===== src/rtl/core/vrlr_pkg.sv =====
// Shared types, constants and lookup tables for the voice ring LED renderer.
// Depends on nothing; every other file of the block imports it.
`timescale 1ns / 1ps

package vrlr_pkg;

  localparam int unsigned GridSize   = 5;
  localparam int unsigned PixelCount = GridSize * GridSize;
  localparam int unsigned PixIdxW    = $clog2(PixelCount);
  localparam int unsigned CoordW     = 3;
  localparam int unsigned RadW       = 10;
  localparam int unsigned BrightW    = 16;

  localparam logic [12:0] QuarterSine [17] = '{
    13'd0, 13'd401, 13'd799, 13'd1189, 13'd1567, 13'd1931, 13'd2276, 13'd2598, 13'd2896,
    13'd3166, 13'd3406, 13'd3612, 13'd3784, 13'd3920, 13'd4017, 13'd4076, 13'd4096
  };

  localparam logic [RadW-1:0] CentreDist [PixelCount] = '{
    10'd724, 10'd572, 10'd512, 10'd572, 10'd724,
    10'd572, 10'd362, 10'd256, 10'd362, 10'd572,
    10'd512, 10'd256, 10'd0,   10'd256, 10'd512,
    10'd572, 10'd362, 10'd256, 10'd362, 10'd572,
    10'd724, 10'd572, 10'd512, 10'd572, 10'd724
  };

  typedef struct packed {
    logic [RadW-1:0]    radius;
    logic [BrightW-1:0] bright;
  } frame_t;

  typedef struct packed {
    logic [CoordW-1:0] x;
    logic [CoordW-1:0] y;
    logic              last;
  } pix_tag_t;

  typedef struct packed {
    logic               valid;
    logic [PixIdxW-1:0] idx;
    pix_tag_t           tag;
    frame_t             frame;
  } pix_req_t;

endpackage


===== src/rtl/core/vrlr_frame_pipe.sv =====
// Seven-stage frame pipeline: breathing phase, sine interpolation, radius and brightness.
// Depends on vrlr_pkg for the quarter-wave sine table and the frame type.
`timescale 1ns / 1ps

module vrlr_frame_pipe #(
  parameter int unsigned SINE_TABLE_DEPTH = 256
) (
  input  logic            clk_i,
  input  logic            rst_ni,
  input  logic            in_valid_i,
  input  logic [7:0]      level_i,
  input  logic [31:0]     time_i,
  input  logic            take_i,
  output logic            out_valid_o,
  output vrlr_pkg::frame_t frame_o,
  output logic            busy_o
);
  import vrlr_pkg::*;

  localparam int unsigned IdxW = $clog2(SINE_TABLE_DEPTH);
  localparam int unsigned PadW = 24 - IdxW;
  localparam logic [31:0] PhaseStep = 32'd2118871;
  localparam logic [31:0] RadBase = 32'd315384000;
  localparam logic [31:0] RadSlope = 32'd8601600;
  localparam logic [33:0] RadDiv = 34'd4080000;
  localparam logic [20:0] RadRecip = 21'((64'd1 << 42) / 64'd4080000);
  localparam logic [31:0] BrBase = 32'd188010480;
  localparam logic [31:0] BrSlope = 32'd1351680;
  localparam logic [25:0] BrDiv = 26'd255;
  localparam logic [25:0] BrRecip = 26'((64'd1 << 33) / 64'd255);

  logic [6:0] vld_q;
  logic       en;

  logic [7:0]      lvl1_q, lvl2_q, lvl3_q, lvl4_q;
  logic [IdxW-1:0] idx1_q;
  logic [4:0]      e2_q;
  logic [17:0]     frac2_q;
  logic            neg2_q;
  logic signed [13:0] osc3_q;
  logic signed [23:0] mr4_q;
  logic [21:0]     mb4_q;
  logic [31:0]     xr5_q, xr6_q;
  logic [24:0]     xb5_q, xb6_q;
  logic [10:0]     qr6_q;
  logic [15:0]     qb6_q;
  frame_t          frame7_q;

  logic [31:0] phase;
  logic [23:0] pos;
  logic [22:0] qeff;
  logic [4:0]  e_nx;
  logic [12:0] base, delta, mag;
  logic [30:0] iprod;
  logic signed [13:0] osc_d;
  logic [9:0]  rad_w;
  logic [13:0] oscoff;
  logic [7:0]  bri_w;
  logic [31:0] rad_lin;
  logic signed [31:0] rad_osc;
  logic [31:0] xr_d, bsum;
  logic [52:0] pr;
  logic [50:0] pb;
  logic [33:0] rrem;
  logic [25:0] brem;
  frame_t      frame_d;

  assign busy_o = vld_q[6] && !take_i;
  assign en = !busy_o;
  assign out_valid_o = vld_q[6];
  assign frame_o = frame7_q;

  always_comb begin
    phase = time_i * PhaseStep;
    pos = {idx1_q, {PadW{1'b0}}};
    qeff = pos[22] ? (23'h400000 - {1'b0, pos[21:0]}) : {1'b0, pos[21:0]};

    e_nx = (e2_q == 5'd16) ? e2_q : e2_q + 5'd1;
    base = QuarterSine[e2_q];
    delta = QuarterSine[e_nx] - base;
    iprod = 31'(delta) * 31'(frac2_q);
    mag = base + iprod[30:18];
    osc_d = neg2_q ? -$signed({1'b0, mag}) : $signed({1'b0, mag});

    rad_w = 10'd425 - {2'b00, lvl3_q};
    oscoff = $unsigned(osc3_q) + 14'd4096;
    bri_w = 8'd255 - lvl3_q;

    rad_lin = RadBase + 32'(lvl4_q) * RadSlope;
    rad_osc = 32'(mr4_q) * 32'sd78;
    xr_d = rad_lin + $unsigned(rad_osc);
    bsum = BrBase + 32'(lvl4_q) * BrSlope + 32'(mb4_q) * 32'd40;

    pr = 53'(xr5_q) * 53'(RadRecip);
    pb = 51'(xb5_q) * 51'(BrRecip);

    rrem = {2'b00, xr6_q} - 34'(qr6_q) * 34'd4080000;
    brem = {1'b0, xb6_q} - 26'(qb6_q) * BrDiv;
    frame_d.radius = 10'(qr6_q + 11'(rrem >= RadDiv));
    frame_d.bright = qb6_q + 16'(brem >= BrDiv);
  end

  always_ff @(posedge clk_i or negedge rst_ni) begin
    if (!rst_ni) begin
      vld_q <= '0;
    end else if (en) begin
      vld_q <= {vld_q[5:0], in_valid_i};
    end
  end

  always_ff @(posedge clk_i) begin
    if (en) begin
      lvl1_q   <= level_i;
      idx1_q   <= phase[31 -: IdxW];
      lvl2_q   <= lvl1_q;
      e2_q     <= qeff[22:18];
      frac2_q  <= qeff[17:0];
      neg2_q   <= pos[23];
      lvl3_q   <= lvl2_q;
      osc3_q   <= osc_d;
      lvl4_q   <= lvl3_q;
      mr4_q    <= osc3_q * $signed(rad_w);
      mb4_q    <= 22'(oscoff) * 22'(bri_w);
      xr5_q    <= xr_d;
      xb5_q    <= bsum[29:5];
      xr6_q    <= xr5_q;
      xb6_q    <= xb5_q;
      qr6_q    <= pr[52:42];
      qb6_q    <= pb[48:33];
      frame7_q <= frame_d;
    end
  end

endmodule


===== src/rtl/core/vrlr_pixel_pipe.sv =====
// Four-stage pixel pipeline: centre distance, closeness, square and scaled brightness.
// Depends on vrlr_pkg for the distance table and the request and tag types.
`timescale 1ns / 1ps

module vrlr_pixel_pipe (
  input  logic               clk_i,
  input  logic               rst_ni,
  input  vrlr_pkg::pix_req_t req_i,
  output logic               valid_o,
  output vrlr_pkg::pix_tag_t tag_o,
  output logic [7:0]         level_o
);
  import vrlr_pkg::*;

  localparam logic [26:0] Div9Recip = 27'd7282;

  logic [3:0] vld_q;
  pix_tag_t   tag2_q, tag3_q, tag4_q, tag5_q;
  logic [BrightW-1:0] bright2_q, bright3_q, bright4_q;
  logic [RadW-1:0]    absd2_q;
  logic [8:0]  close3_q;
  logic [16:0] sq4_q;
  logic [7:0]  level5_q;

  logic [RadW-1:0]   cdist;
  logic signed [10:0] sdiff;
  logic [RadW-1:0]   absd;
  logic [13:0] num;
  logic [26:0] quo;
  logic [8:0]  close_d;
  logic [32:0] lp;
  logic [7:0]  level_d;

  always_comb begin
    cdist = CentreDist[req_i.idx];
    sdiff = $signed({1'b0, cdist}) - $signed({1'b0, req_i.frame.radius});
    absd = sdiff[10] ? 10'(-sdiff) : 10'(sdiff);

    num = 14'(absd2_q) * 14'd10 + 14'd4;
    quo = 27'(num) * Div9Recip;
    close_d = (quo[25:16] >= 10'd256) ? 9'd0 : 9'(10'd256 - quo[25:16]);

    lp = 33'(bright4_q) * 33'(sq4_q);
    level_d = (lp[32:24] > 9'd255) ? 8'd255 : lp[31:24];
  end

  always_ff @(posedge clk_i or negedge rst_ni) begin
    if (!rst_ni) begin
      vld_q <= '0;
    end else begin
      vld_q <= {vld_q[2:0], req_i.valid};
    end
  end

  always_ff @(posedge clk_i) begin
    tag2_q    <= req_i.tag;
    bright2_q <= req_i.frame.bright;
    absd2_q   <= absd;
    tag3_q    <= tag2_q;
    bright3_q <= bright2_q;
    close3_q  <= close_d;
    tag4_q    <= tag3_q;
    bright4_q <= bright3_q;
    sq4_q     <= 17'(close3_q) * 17'(close3_q);
    tag5_q    <= tag4_q;
    level5_q  <= level_d;
  end

  assign valid_o = vld_q[3];
  assign tag_o = tag5_q;
  assign level_o = level5_q;

endmodule


===== src/rtl/core/voice_ring_led_renderer.sv =====
// Voice ring LED renderer top level: frame pipeline, pixel sequencer and pixel pipeline.
// An accepted frame leaves the frame pipeline when the sequencer takes it into frame_q;
// its 25 pixels then pass the four pixel stages in consecutive cycles to the outputs.
// The pixel sequencer, at one pixel per cycle, sets throughput. Up to seven further
// frames queue in the frame pipeline. Reset clears all valid bits and the sequencer.
`timescale 1ns / 1ps

module voice_ring_led_renderer #(
  parameter int unsigned SINE_TABLE_DEPTH = 256
) (
  input  logic        clk_i,
  input  logic        rst_ni,
  input  logic        start_i,
  output logic        busy_o,
  input  logic [7:0]  level_norm_i,
  input  logic [31:0] time_ms_i,
  output logic        pixel_valid_o,
  output logic [2:0]  pixel_x_o,
  output logic [2:0]  pixel_y_o,
  output logic [7:0]  pixel_level_o,
  output logic        last_pixel_o
);
  import vrlr_pkg::*;

  logic   f_valid, take, seq_last;
  frame_t f_frame, frame_q;
  logic   act_q;
  logic [PixIdxW-1:0] cnt_q;
  logic [CoordW-1:0]  x_q, y_q;
  pix_req_t req;
  pix_tag_t tag;

  vrlr_frame_pipe #(
    .SINE_TABLE_DEPTH(SINE_TABLE_DEPTH)
  ) u_frame (
    .clk_i      (clk_i),
    .rst_ni     (rst_ni),
    .in_valid_i (start_i && !busy_o),
    .level_i    (level_norm_i),
    .time_i     (time_ms_i),
    .take_i     (take),
    .out_valid_o(f_valid),
    .frame_o    (f_frame),
    .busy_o     (busy_o)
  );

  assign seq_last = (cnt_q == PixIdxW'(PixelCount - 1));
  assign take = f_valid && (!act_q || seq_last);

  always_ff @(posedge clk_i or negedge rst_ni) begin
    if (!rst_ni) begin
      act_q <= 1'b0;
      cnt_q <= '0;
      x_q   <= '0;
      y_q   <= '0;
    end else if (take) begin
      act_q <= 1'b1;
      cnt_q <= '0;
      x_q   <= '0;
      y_q   <= '0;
    end else if (act_q) begin
      if (seq_last) begin
        act_q <= 1'b0;
      end else begin
        cnt_q <= cnt_q + PixIdxW'(1);
        if (x_q == CoordW'(GridSize - 1)) begin
          x_q <= '0;
          y_q <= y_q + CoordW'(1);
        end else begin
          x_q <= x_q + CoordW'(1);
        end
      end
    end
  end

  always_ff @(posedge clk_i) begin
    if (take) begin
      frame_q <= f_frame;
    end
  end

  always_comb begin
    req.valid = act_q;
    req.idx = cnt_q;
    req.tag.x = x_q;
    req.tag.y = y_q;
    req.tag.last = seq_last;
    req.frame = frame_q;
  end

  vrlr_pixel_pipe u_pixel (
    .clk_i  (clk_i),
    .rst_ni (rst_ni),
    .req_i  (req),
    .valid_o(pixel_valid_o),
    .tag_o  (tag),
    .level_o(pixel_level_o)
  );

  assign pixel_x_o = tag.x;
  assign pixel_y_o = tag.y;
  assign last_pixel_o = tag.last;

  a_last_corner : assert property (@(posedge clk_i) disable iff (!rst_ni)
    pixel_valid_o && last_pixel_o |->
      pixel_x_o == CoordW'(GridSize - 1) && pixel_y_o == CoordW'(GridSize - 1))
    else $error("last pixel word is not at the far corner");

  a_pixel_origin : assert property (@(posedge clk_i) disable iff (!rst_ni)
    pixel_valid_o |-> $past(act_q, 4))
    else $error("pixel word without a sequencer slot");

  a_seq_step : assert property (@(posedge clk_i) disable iff (!rst_ni)
    act_q && !seq_last |=> act_q && cnt_q == $past(cnt_q) + PixIdxW'(1))
    else $error("pixel sequencer skipped or repeated a pixel");

  a_busy_reason : assert property (@(posedge clk_i) disable iff (!rst_ni)
    busy_o |-> f_valid && act_q && !seq_last)
    else $error("busy without a waiting frame");

endmodule


===== config.mk =====
export PLATFORM = sky130hd
export DESIGN_NAME = voice_ring_led_renderer
export DESIGN_NICKNAME = d
export VERILOG_FILES = /design/src/rtl/core/vrlr_pkg.sv /design/src/rtl/core/vrlr_frame_pipe.sv /design/src/rtl/core/vrlr_pixel_pipe.sv /design/src/rtl/core/voice_ring_led_renderer.sv
export SDC_FILE = /design/constraint.sdc
export NUM_CORES = 2
export LEC_CHECK = 0
export ABC_AREA = 1
export BUFFER_PORTS_ARGS = -buffer_cell sky130_fd_sc_hd__buf_2
export CAP_MARGIN = 20
export CORE_ASPECT_RATIO = 1.2
export CORE_UTILIZATION = 56
export CTS_CLUSTER_DIAMETER = 40
export DETAILED_ROUTE_END_ITERATION = 12
export GPL_ROUTABILITY_DRIVEN = 0
export PLACE_DENSITY = 0.75
export RECOVER_POWER = 25
export SLEW_MARGIN = 30
export SYNTH_ARGS = -nofsm -noshare
export SYNTH_HDL_FRONTEND = slang
export SYNTH_SLANG_ARGS = --single-unit

===== constraint.sdc =====
create_clock -name clk_i -period 12.65 [get_ports clk_i]
set_input_delay 3.1625 -clock clk_i [delete_from_list [all_inputs] [get_ports clk_i]]
set_output_delay 3.1625 -clock clk_i [all_outputs]
set_load 0.01 [all_outputs]

==> qor.txt <==
Tot GR Track Use: 0.248
Worst Path Buf+Inv: 6
Hold path startpoint: u_pixel.tag4_q[2]
Detailed Routing Iterations Pass 1: 6
CP arrival: 8270 ps
CP Capture Type: flip-flop
Max stage delay on crit path: 500 ps
Clk slew on worst S/H paths: 60 ps
Sequential share of the synthesized area: 0.160
Least-Margin Pin Slew: 994 ps
Final setup margin: 4760 ps
Antenna Nets Post-Route: 0
CP Launch Type: flip-flop
Number of H-tree levels: 3
GRT overflow: 0
DR iter-0 viols: 2979
Hold-fix buffer count after cts: 0
Yosys warns: 0
Reg-to-reg slack, setup: 4760 ps
Max_cap viols: 0
Worst r2r path cells: 41
Post-CTS sizing: 0
Inserted Diodes: 0
Setup TNS: 0 ps
IO Pins: 60
Syn Inst Count: 8382
Layout cell share with drive strength beyond 1: 0.0282
Post-CTS Setup Inserts: 0
Worst Hold Class: reg -> reg
Worst reg2reg endpoint: u_frame.osc3_q[13]
Synth Cell Area: 73200 µm²
Clock Latency Late Sink: 650 ps
Routed wire length per instance: 15.7 µm
Starting density of the core: 0.567
Nets: 10700
Reg2reg start: u_frame.e2_q[0]
Main synth FF type: edfxtp_1
Syn Area/Cell: 8.73 µm²
Num Clock Sinks: 434
Delay-heaviest family, CP: adder cells
Minimum clock period: 7890 ps
Vias per inst: 5.40
Drt total wl: 159000 µm
Final design utilization: 0.603
# DRC: 0
Worst Hold Depth: 0
Clock buffer depth: 3
Synth Register Bits: 434
Hold WS: 311 ps
DIE AREA: 132000 µm²
PortBufs: 59
Largest net degree at the start of global routing: 121
Final worst-path cycle share: 0.624
Number of global-route vias before repair: 58000
Final setup viols: 0
Most frequent CP cell: ha_1
Post-detail-place hpwl: 134000 µm
Vias: 54800
Status: finished, final reports clean
Most common cell after layout, fill and taps aside: inv_1
Initial antenna violation count: 0
RSZ-0062 raised after global routing: false
CTS tree: built
Max-slew violations: 0
Die Ht: 398 µm
Core ar.: 129000 µm²
Count of cell types in the netlist: 66
Critical path class: reg -> reg
Cts bufs inserted: 70
Die Span X: 332 µm
Fmax: 127 MHz
First-pass GRT wire length: 270000 µm
Cell chosen for the clock root: clkbuf_16
CP max FO: 6
Worst clock skew: 28.0 ps
Row cnt: 144
Rel. slew slack: 0.337
Req. time, crit path: 13030 ps
Asr flop ratio synth: 0.0530
Commonest cells after routing, fill and taps aside: 2068 x inv_1, 1351 x ha_1, 1259 x nand2_1, 938 x fa_1, 475 x nor2_1
Number of synthesized flops with an enable pin: 292
Area grow syn2layout: 6.21%
Syn Nets: 10700
Slowest-stage cell, CP: edfxtp_1
WHS Endpoint: u_pixel.tag_o[2]
Placement Setup Slack: 4190 ps
Final Hold Fails: 0
## layout make-up
cell class	count	area [µm²]
inverter	2079	7810
clock inverter	48	582
sequential	434	11700
fill	10900	51300
clock buffer	82	1910
timing repair buffer	65	344
multi-input combinational	5760	53300
tap	1679	2100
## logic make-up after synthesis
| family | share of synthesized area |
|---|---|
| buffers and inverters | 0.112 |
| xor gates and xnor gates | 0.0479 |
| muxes | 0.000154 |
| adders and majority gates | 0.488 |
| and+or+nand+nor | 0.120 |
| AOI/OAI and AO/OA | 0.0718 |
| DFF | 0.160 |
## worst max-delay path by stage
| stage | end | start | depth (start not counted) | slack (ps) |
|---|---|---|---|---|
| floorplan | u_frame.idx1_q[5] | time_ms_i[13] | 19 | 4700 |
| global placement | u_frame.idx1_q[5] | time_ms_i[13] | 20 | 4250 |
| detailed placement | u_frame.idx1_q[5] | time_ms_i[13] | 20 | 4190 |
| CTS | u_frame.osc3_q[13] | u_frame.e2_q[0] | 41 | 4800 |
| global route | u_frame.osc3_q[13] | u_frame.e2_q[2] | 36 | 4040 |
| finish | u_frame.osc3_q[13] | u_frame.e2_q[0] | 41 | 4760 |
## registers in the layout (all words and copies together) (netlist names), 22 cells and up
signal,flops
frame_q,26
u_frame.frame_o,26
u_frame.mb4_q,22
u_frame.mr4_q,23
u_frame.xb5_q,25
u_frame.xb6_q,25
u_frame.xr5_q,31
u_frame.xr6_q,25
## cell usage after synthesis, types with 10 or more instances
cell type | number | share of area
a211oi_1 | 12 | 0.0012
a21boi_0 | 10 | 0.0010
a21o_1 | 31 | 0.0032
a21oi_1 | 458 | 0.031
a31oi_1 | 36 | 0.0031
clkbuf_1 | 108 | 0.0055
dfrtp_1 | 23 | 0.0079
dfxtp_1 | 119 | 0.033
edfxtp_1 | 292 | 0.12
fa_1 | 938 | 0.26
ha_1 | 1351 | 0.23
inv_1 | 2069 | 0.11
nand2_1 | 1259 | 0.065
nand3_1 | 193 | 0.013
nand3b_1 | 11 | 0.0011
nand4_1 | 78 | 0.0067
nor2_1 | 476 | 0.024
nor3_1 | 60 | 0.0041
nor4_1 | 26 | 0.0022
o2111ai_1 | 10 | 0.0012
o211ai_1 | 23 | 0.0024
o21a_1 | 18 | 0.0018
o21ai_0 | 238 | 0.016
o21ai_1 | 16 | 0.0011
o21bai_1 | 20 | 0.0021
o31ai_1 | 12 | 0.0012
or2_2 | 11 | 0.00094
xnor2_1 | 126 | 0.015
xor2_1 | 265 | 0.032
## layer usage
metal / share of wire / up-vias / global-route usage
met5: 0 / - / 0
met4: 0.042 / 0 / 0.104
met3: 0.043 / 408 / 0.0255
met2: 0.51 / 1370 / 0.461
met1: 0.40 / 26600 / 0.290
li1: - / 26400 / -
## through the flow
step                std cells  area (µm²)
floorplan                8382       73200
global placement        10000       75200
detailed placement      10000       75200
CTS                     10100       77700
global route            10100       77700
finish                  10100       77700
Power is not shown: default switching activity piles up to over one toggle a cycle in this logic, so the estimate is an artifact.
